==> config.mk <==
export PLATFORM = sky130hd
export DESIGN_NAME = restoring_binary_divider
export DESIGN_NICKNAME = d
export VERILOG_FILES = /design/src/design/rbd_pkg.sv /design/src/design/rbd_stage.sv /design/src/design/restoring_binary_divider.sv
export SDC_FILE = /design/constraint.sdc
export NUM_CORES = 1
export LEC_CHECK = 0
export ABC_AREA = 1
export BUFFER_PORTS_ARGS = -buffer_cell sky130_fd_sc_hd__buf_2
export CAP_MARGIN = 15
export CORE_ASPECT_RATIO = 0.9
export CORE_MARGIN = 3
export CORE_UTILIZATION = 35
export CTS_CLUSTER_SIZE = 25
export DETAILED_ROUTE_END_ITERATION = 6
export PLACE_DENSITY = 0.56
export SYNTH_ARGS = -nofsm -noshare
export SYNTH_HDL_FRONTEND = slang
export SYNTH_SLANG_ARGS = --single-unit
export TNS_END_PERCENT = 1
==> constraint.sdc <==
create_clock -name i_clk -period 9 [get_ports i_clk]
set_input_delay 0.9 -clock i_clk [delete_from_list [all_inputs] [get_ports i_clk]]
set_output_delay 0.9 -clock i_clk [all_outputs]
set_load 0.05 [all_outputs]
==> src/design/rbd_pkg.sv <==
// Shared types for the restoring binary divider.
// No dependencies; imported by the step stage and the top level.
package rbd_pkg;

    typedef struct packed {
        logic valid;
        logic ready;
    } t_stage_stat;

endpackage

==> src/design/rbd_stage.sv <==
// One restoring division step held in its own pipeline register.
// Depends on rbd_pkg for the stage status type.
module rbd_stage #(
    parameter int WIDTH = 16
) (
    input  logic                      i_clk,
    input  logic                      i_rst_n,
    input  logic                      i_valid,
    input  logic [WIDTH-1:0]          i_rem,
    input  logic [WIDTH-1:0]          i_nq,
    input  logic [WIDTH-1:0]          i_den,
    input  logic                      i_stall,
    output rbd_pkg::t_stage_stat      o_stat,
    output logic [WIDTH-1:0]          o_rem,
    output logic [WIDTH-1:0]          o_nq,
    output logic [WIDTH-1:0]          o_den
);
    import rbd_pkg::*;

    logic             r_valid;
    logic [WIDTH-1:0] r_rem;
    logic [WIDTH-1:0] r_nq;
    logic [WIDTH-1:0] r_den;

    logic             n_valid;
    logic [WIDTH-1:0] n_rem;
    logic [WIDTH-1:0] n_nq;
    logic             ready;
    logic [WIDTH:0]   trial;
    logic [WIDTH:0]   diff;
    logic             take;

    // The partial remainder is WIDTH+1 bits wide once shifted.
    assign trial = {i_rem, i_nq[WIDTH-1]};
    assign diff  = trial - {1'b0, i_den};
    assign take  = ~diff[WIDTH];

    assign ready   = ~r_valid | ~i_stall;
    assign n_valid = ready ? i_valid : r_valid;
    assign n_rem   = take ? diff[WIDTH-1:0] : trial[WIDTH-1:0];
    assign n_nq    = {i_nq[WIDTH-2:0], take};

    always_ff @(posedge i_clk) begin
        if (!i_rst_n) begin
            r_valid <= 1'b0;
        end else begin
            r_valid <= n_valid;
        end
    end

    always_ff @(posedge i_clk) begin
        if (ready && i_valid) begin
            r_rem <= n_rem;
            r_nq  <= n_nq;
            r_den <= i_den;
        end
    end

    assign o_stat.valid = r_valid;
    assign o_stat.ready = ready;
    assign o_rem        = r_rem;
    assign o_nq         = r_nq;
    assign o_den        = r_den;

endmodule

==> src/design/restoring_binary_divider.sv <==
// Unsigned restoring divider, one pipeline stage per quotient bit.
// An accepted transaction is registered in each step stage in turn before its result appears.
// Throughput is one transaction per cycle, set by the chain of step stages, unless i_stall holds them.
// A stalled stage holds while empty stages ahead of it keep filling.
// Synchronous active-low reset empties the pipeline; payloads are not cleared.
// Depends on rbd_pkg and rbd_stage.
module restoring_binary_divider #(
    parameter int WIDTH = 16
) (
    input  logic             i_clk,
    input  logic             i_rst_n,
    input  logic             i_valid,
    output logic             o_stall,
    input  logic [WIDTH-1:0] i_dividend,
    input  logic [WIDTH-1:0] i_divisor,
    output logic             o_valid,
    input  logic             i_stall,
    output logic [WIDTH-1:0] o_quotient,
    output logic [WIDTH-1:0] o_remainder
);
    import rbd_pkg::*;

    t_stage_stat      stat  [WIDTH];
    logic [WIDTH-1:0] rem   [WIDTH];
    logic [WIDTH-1:0] nq    [WIDTH];
    logic [WIDTH-1:0] den   [WIDTH];

    genvar k;
    generate
        for (k = 0; k < WIDTH; k++) begin : g_step
            logic             up_valid;
            logic [WIDTH-1:0] up_rem;
            logic [WIDTH-1:0] up_nq;
            logic [WIDTH-1:0] up_den;
            logic             dn_stall;

            if (k == 0) begin : g_first
                assign up_valid = i_valid;
                assign up_rem   = '0;
                assign up_nq    = i_dividend;
                assign up_den   = i_divisor;
            end else begin : g_next
                assign up_valid = stat[k-1].valid;
                assign up_rem   = rem[k-1];
                assign up_nq    = nq[k-1];
                assign up_den   = den[k-1];
            end

            if (k == WIDTH - 1) begin : g_last
                assign dn_stall = i_stall;
            end else begin : g_mid
                assign dn_stall = ~stat[k+1].ready;
            end

            rbd_stage #(
                .WIDTH (WIDTH)
            ) u_stage (
                .i_clk   (i_clk),
                .i_rst_n (i_rst_n),
                .i_valid (up_valid),
                .i_rem   (up_rem),
                .i_nq    (up_nq),
                .i_den   (up_den),
                .i_stall (dn_stall),
                .o_stat  (stat[k]),
                .o_rem   (rem[k]),
                .o_nq    (nq[k]),
                .o_den   (den[k])
            );
        end
    endgenerate

    assign o_stall     = ~stat[0].ready;
    assign o_valid     = stat[WIDTH-1].valid;
    assign o_quotient  = nq[WIDTH-1];
    assign o_remainder = rem[WIDTH-1];

endmodule
== After elaboration in Yosys (flattened, before gate mapping) ==
Index checks and enable logic that the tools add are counted.
W data, S select, Z words.
Storage, ports and cells
  bits in registers: 768
  input bits: 36
  output and inout bits: 34
Cells by class
  add/sub/neg operators: 16
  mux-type cells: 16
  bitwise operators: 50
  reduce and logical (&&, ||, !) cells: 16
Operator list (count)
  $sub A17 B16 Y17: 15
  $mux W16: 15
  $not A1 Y1: 34
  $sub A1 B16 Y17: 1
  $logic_and A1 B1 Y1: 16
  $or A1 B1 Y1: 16
  $mux W1: 1

== Longest topological paths before layout ==
  word-level depth: 18
  depth in mapped cells: 14
  gate-level depth less buffers: 13

== By module ==
Synthesis repeated with hierarchy kept, for this count alone.
Second synthesis, totals
  cell total of the unflattened synthesis: 5417
  area, all modules: 47989.8 µm²
Modules (own cells, without submodules)
  rbd_stage (g_step[2].u_stage ...): instances 8, cells an instance 338, area an instance 3044.2 µm², sequential area each 1461.4 µm²
  rbd_stage (g_step[0].u_stage ...): instances 8, cells an instance 337, area an instance 2946.6 µm², sequential area each 1461.4 µm²
  restoring_binary_divider: instances 1, cells an instance 17, area an instance 63.8 µm², sequential area each 0.0 µm²

== Worst setup path before layout ==
Ideal clock, no wire load.
  path kind: in2reg
  from: input i_stall
  to: register g_step[1].u_stage.r_den[0] (enable)
  library setup time: 469 ps
  arrival: 3806 ps
  setup slack: 4725 ps
  cell stages on the path: 9
  path buffers: 0
  path through: nand2_1 nor2_2 nand4_2 nor2_4 nand4_2 nor2_2 nand4_2 nor2_2 a21oi_1
On the way
  cells in the longest elaborated chain, start to end: 17
RTL lines
  start: declaration: line restoring_binary_divider.sv:17  | input logic i_stall,
  $not A1 Y1: line rbd_stage.sv:38  | assign ready = ~r_valid | ~i_stall;
  $or A1 B1 Y1 (15 in a row): line rbd_stage.sv:38
  $logic_and A1 B1 Y1: line rbd_stage.sv:52  | if (ready && i_valid) begin
  end signal: assignment: line rbd_stage.sv:55  | r_den <= i_den;
  end: declaration: line rbd_stage.sv:23  | logic [WIDTH-1:0] r_den;
No other way between the ends.
A chain may end at the register's enable or synchronous reset.

== Worst setup path in the final report ==
  from: input i_stall
  to: output o_stall
On the way
  cells in the longest elaborated chain, start to end: 18
RTL lines
  $not A1 Y1: line rbd_stage.sv:38
  $or A1 B1 Y1 (16 in a row): line rbd_stage.sv:38
  $not A1 Y1: line restoring_binary_divider.sv:73  | assign o_stall = ~stat[0].ready;
  end: declaration: line restoring_binary_divider.sv:13  | output logic o_stall,
No other way between the ends.

==> impl_metrics.json <==
{
  "status": "complete, no violations",
  "core_outline_area_um2": 106000,
  "max_cap_viol_count": 0,
  "flow.area_growth_from_synthesis_pct": 11.9,
  "ios": 70,
  "stdcell_area_um2": 42400,
  "syn_inst": 3272,
  "floorplan.die.width_um": 353,
  "detail_route.drc_violations": 0,
  "totalWireLength_mm": 71.7,
  "vias_per_cell": 4.63,
  "dr.first_iter.drc_count": 1273,
  "drt-pass1-iter-count": 5,
  "cell_at_the_slowest_stage_of_the_critical_path": "buf_2",
  "power-per-cell-area_nw_per_um2": 183,
  "final_max_slew_viol_count": 0,
  "syn_avg_cell_area_um2": 11.6,
  "finalWeightedCongestion": 0.873,
  "antenna_cells": 0,
  "clock_tree.buffer_depth": 3,
  "grt_pass1_vias": 22300,
  "first_pass_grt_wire_length_mm": 117,
  "finalCriticalPeriod_ns": 3.62,
  "worst-endpoint-arrival_ns": 2.72,
  "final_min_period_over_clock_period": 0.402,
  "seq_area_frac_synth": 0.604,
  "antenna_found_initial": 5,
  "placement.io_buffers": 69,
  "grt_max_degree": 49,
  "place_area_um2": 39800,
  "cts_tree": "done",
  "setup.worst_path.start": "i_stall",
  "synth.lib_cells_used.distinct": 40,
  "clock_sink_count": 768,
  "yosys_warnings": 0,
  "path_class": "in -> out",
  "p_leak_nw": 17.0,
  "hold_path.class": "reg -> reg",
  "globalRouteTotalUtil": 0.128,
  "synth_area_um2": 37900,
  "crit_reg_reg_startpoint": "g_step[2].u_stage.o_den[0]",
  "report.final.hold_viol_count": 0,
  "setup-violations-final": 0,
  "clock_tree.root_cell": "clkbuf_16",
  "detailroute.via_count": 22600,
  "tightestPinTransition_ns": 1.03,
  "later_pin_clock_latency_in_the_skew_report_ns": 0.62,
  "end_kind": "output port",
  "worst_ir_drop_vdd_mv": 0.136,
  "fraction_of_final_layout_cells_with_drive_strength_greater_than_1": 0.0900,
  "cts.reportedPaths.clkPinSlew_ns": 0.06,
  "placed_cells_incl_taps": 4748,
  "routedWlPerCell_um": 14.7,
  "synth_seq_cells": 768,
  "rows": 113,
  "clk_skew_ns": 0.0273,
  "rsz0062_at_grt": "no",
  "postCtsResizedCells": 0,
  "worstHoldStart": "g_step[8].u_stage.o_nq[11]",
  "cts.repair_timing.setup_buffer_count": 0,
  "numCtsBuffers": 81,
  "place.detailed.hpwl_mm": 54.0,
  "crit_path_start_kind": "primary input",
  "worstPathMaxFanout": 4,
  "cts-hold-fix-buffers": 0,
  "critical-path-max-stage-delay_ns": 0.26,
  "worst_ep_required_time_ns": 8.10,
  "fmax_ghz": 0.276,
  "detail-route-antenna-nets": 0,
  "worst_slew_margin_rel": 0.314,
  "die_h_um": 318,
  "htree_levels": 3,
  "crit_chain": "buf_2 > nand2_1 > nor2_2 > nand4_2 > nor2_4 > nand4_2 > nor2_2 > nand4_2 > nor2_2 > nand3_2 > inv_2 > buf_2",
  "post_layout_nonfiller_instances": 4891,
  "final_net_count": 3688,
  "grt-ovfl-total": 0,
  "floorplan.initialDensity": 0.356,
  "floorplan.die_area_um2": 112000,
  "setup_tns_final_ns": 0
}
## cells in the mapped netlist
cell / n / area (um^2)
nor2_4: 1 / 11.3
a21oi_4: 4 / 65.1
o21ai_4: 15 / 244
buf_6: 31 / 349
o21ai_2: 15 / 131
nor3_1: 16 / 80.1
nand3_1: 70 / 350
inv_1: 450 / 1690
o21ai_0: 83 / 415
a21o_1: 58 / 435
nand2_1: 368 / 1380
nor2_2: 3 / 18.8
inv_2: 2 / 7.51
xor2_1: 105 / 920
a21oi_1: 434 / 2170
a21oi_2: 22 / 193
clkbuf_1: 1 / 3.75
o31ai_1: 15 / 113
buf_4: 11 / 82.6
ha_1: 242 / 3030
nand4_1: 16 / 100
xnor2_1: 105 / 920
o21bai_1: 29 / 218
nand4_2: 3 / 37.5
nand3_2: 6 / 60.1
dfxtp_1: 16 / 320
nor4_1: 3 / 18.8
o21a_1: 1 / 7.51
nand2_2: 15 / 93.8
nor4_2: 1 / 12.5
buf_2: 3 / 15.0
o21ai_1: 41 / 205
fa_1: 15 / 300
conb_1: 1 / 3.75
nand2_4: 4 / 45.0
a21boi_0: 14 / 105
nor2_1: 286 / 1070
a31oi_1: 14 / 87.6
buf_1: 1 / 3.75
edfxtp_1: 752 / 22600
## worst paths after layout
check                                                   to  slack, ns  cells after the start
worst max-delay path                               o_stall       5.38                     12
worst min-delay path            g_step[9].u_stage.o_nq[12]       0.41                      0
worst max register to register  g_step[3].u_stage.o_rem[0]       6.01                     10
worst min register to register  g_step[9].u_stage.o_nq[12]       0.41                      0
## layout by cell type (no fill, tap or decap), drive strengths merged
master / Yosys / final
nor4: 4 / 4
dfxtp: 16 / 16
o21ai: 154 / 154
o21bai: 29 / 29
conb: 1 / 7
clkbuf: 1 / 89
edfxtp: 752 / 752
nor3: 16 / 16
xor2: 105 / 105
a21oi: 460 / 460
a21o: 58 / 58
a31oi: 14 / 14
nand2: 387 / 387
o21a: 1 / 1
a21boi: 14 / 14
xnor2: 105 / 105
nor2: 290 / 290
ha: 242 / 242
o31ai: 15 / 15
nand3: 76 / 76
buf: 46 / 80
inv: 452 / 455
fa: 15 / 15
nand4: 19 / 19
bufinv: 0 / 10
clkinv: 0 / 35
clkinvlp: 0 / 6
## critical path: cells and delay by family
family                 cells  cell delay, ns
AND/OR/NAND/NOR            9            1.32
buffers and inverters      3            0.48
## final cells by class
type,instances,area (um^2)
repair buffers,81,433
well taps,1437,1800
multi-input cells,2011,13000
flip-flops and latches,768,22900
inverters,452,1700
clock buffers,88,2100
clock inverters,54,533
fillers,10200,64100
## sequential cells by signal, summed over array words and instances (netlist names)
| name | flops |
|---|---|
| g_step.u_stage.o_nq | 256 |
| g_step.u_stage.r_valid | 16 |
| g_step.u_stage.o_rem | 256 |
| g_step.u_stage.o_den | 240 |
## through the flow
| stage | worst slack [ns] | utilization | hold slack (ns) | power [W] |
|---|---|---|---|---|
| after floorplan | 4.72 | - | 0.400 | 0.00445 |
| after global placement | 5.34 | 0.374 | 0.400 | 0.00454 |
| after detailed placement | 5.35 | 0.374 | 0.405 | 0.00454 |
| after CTS | 5.31 | 0.398 | 0.402 | 0.00789 |
| after global routing | 5.08 | 0.398 | 0.419 | 0.00810 |
| final | 5.38 | 0.398 | 0.411 | 0.00778 |
## layer usage
metal  GRT usage  wire length (um)
met5           0                41
met4      0.0400              1890
met3      0.0221              2700
met2       0.214             33600
met1       0.170             33500
## where the power goes
part	total, W	internal, W	leakage, nW	switching (W)
Combinational	0.000446	0.000168	8.72	0.000278
Sequential	0.00402	0.00398	6.96	0.0000386
Clock	0.00331	0.00196	1.29	0.00135
## cell families after synthesis
family / Yosys count / synth area share
AOI/OAI and AO/OA: 745 / 0.116
xor gates and xnor gates: 210 / 0.0485
adders and majority gates: 257 / 0.0878
buffers and inverters: 499 / 0.0568
DFF: 768 / 0.604
other: 1 / 0.0000989
and+or+nand+nor: 792 / 0.0866
(Power assumes the default switching activity.)
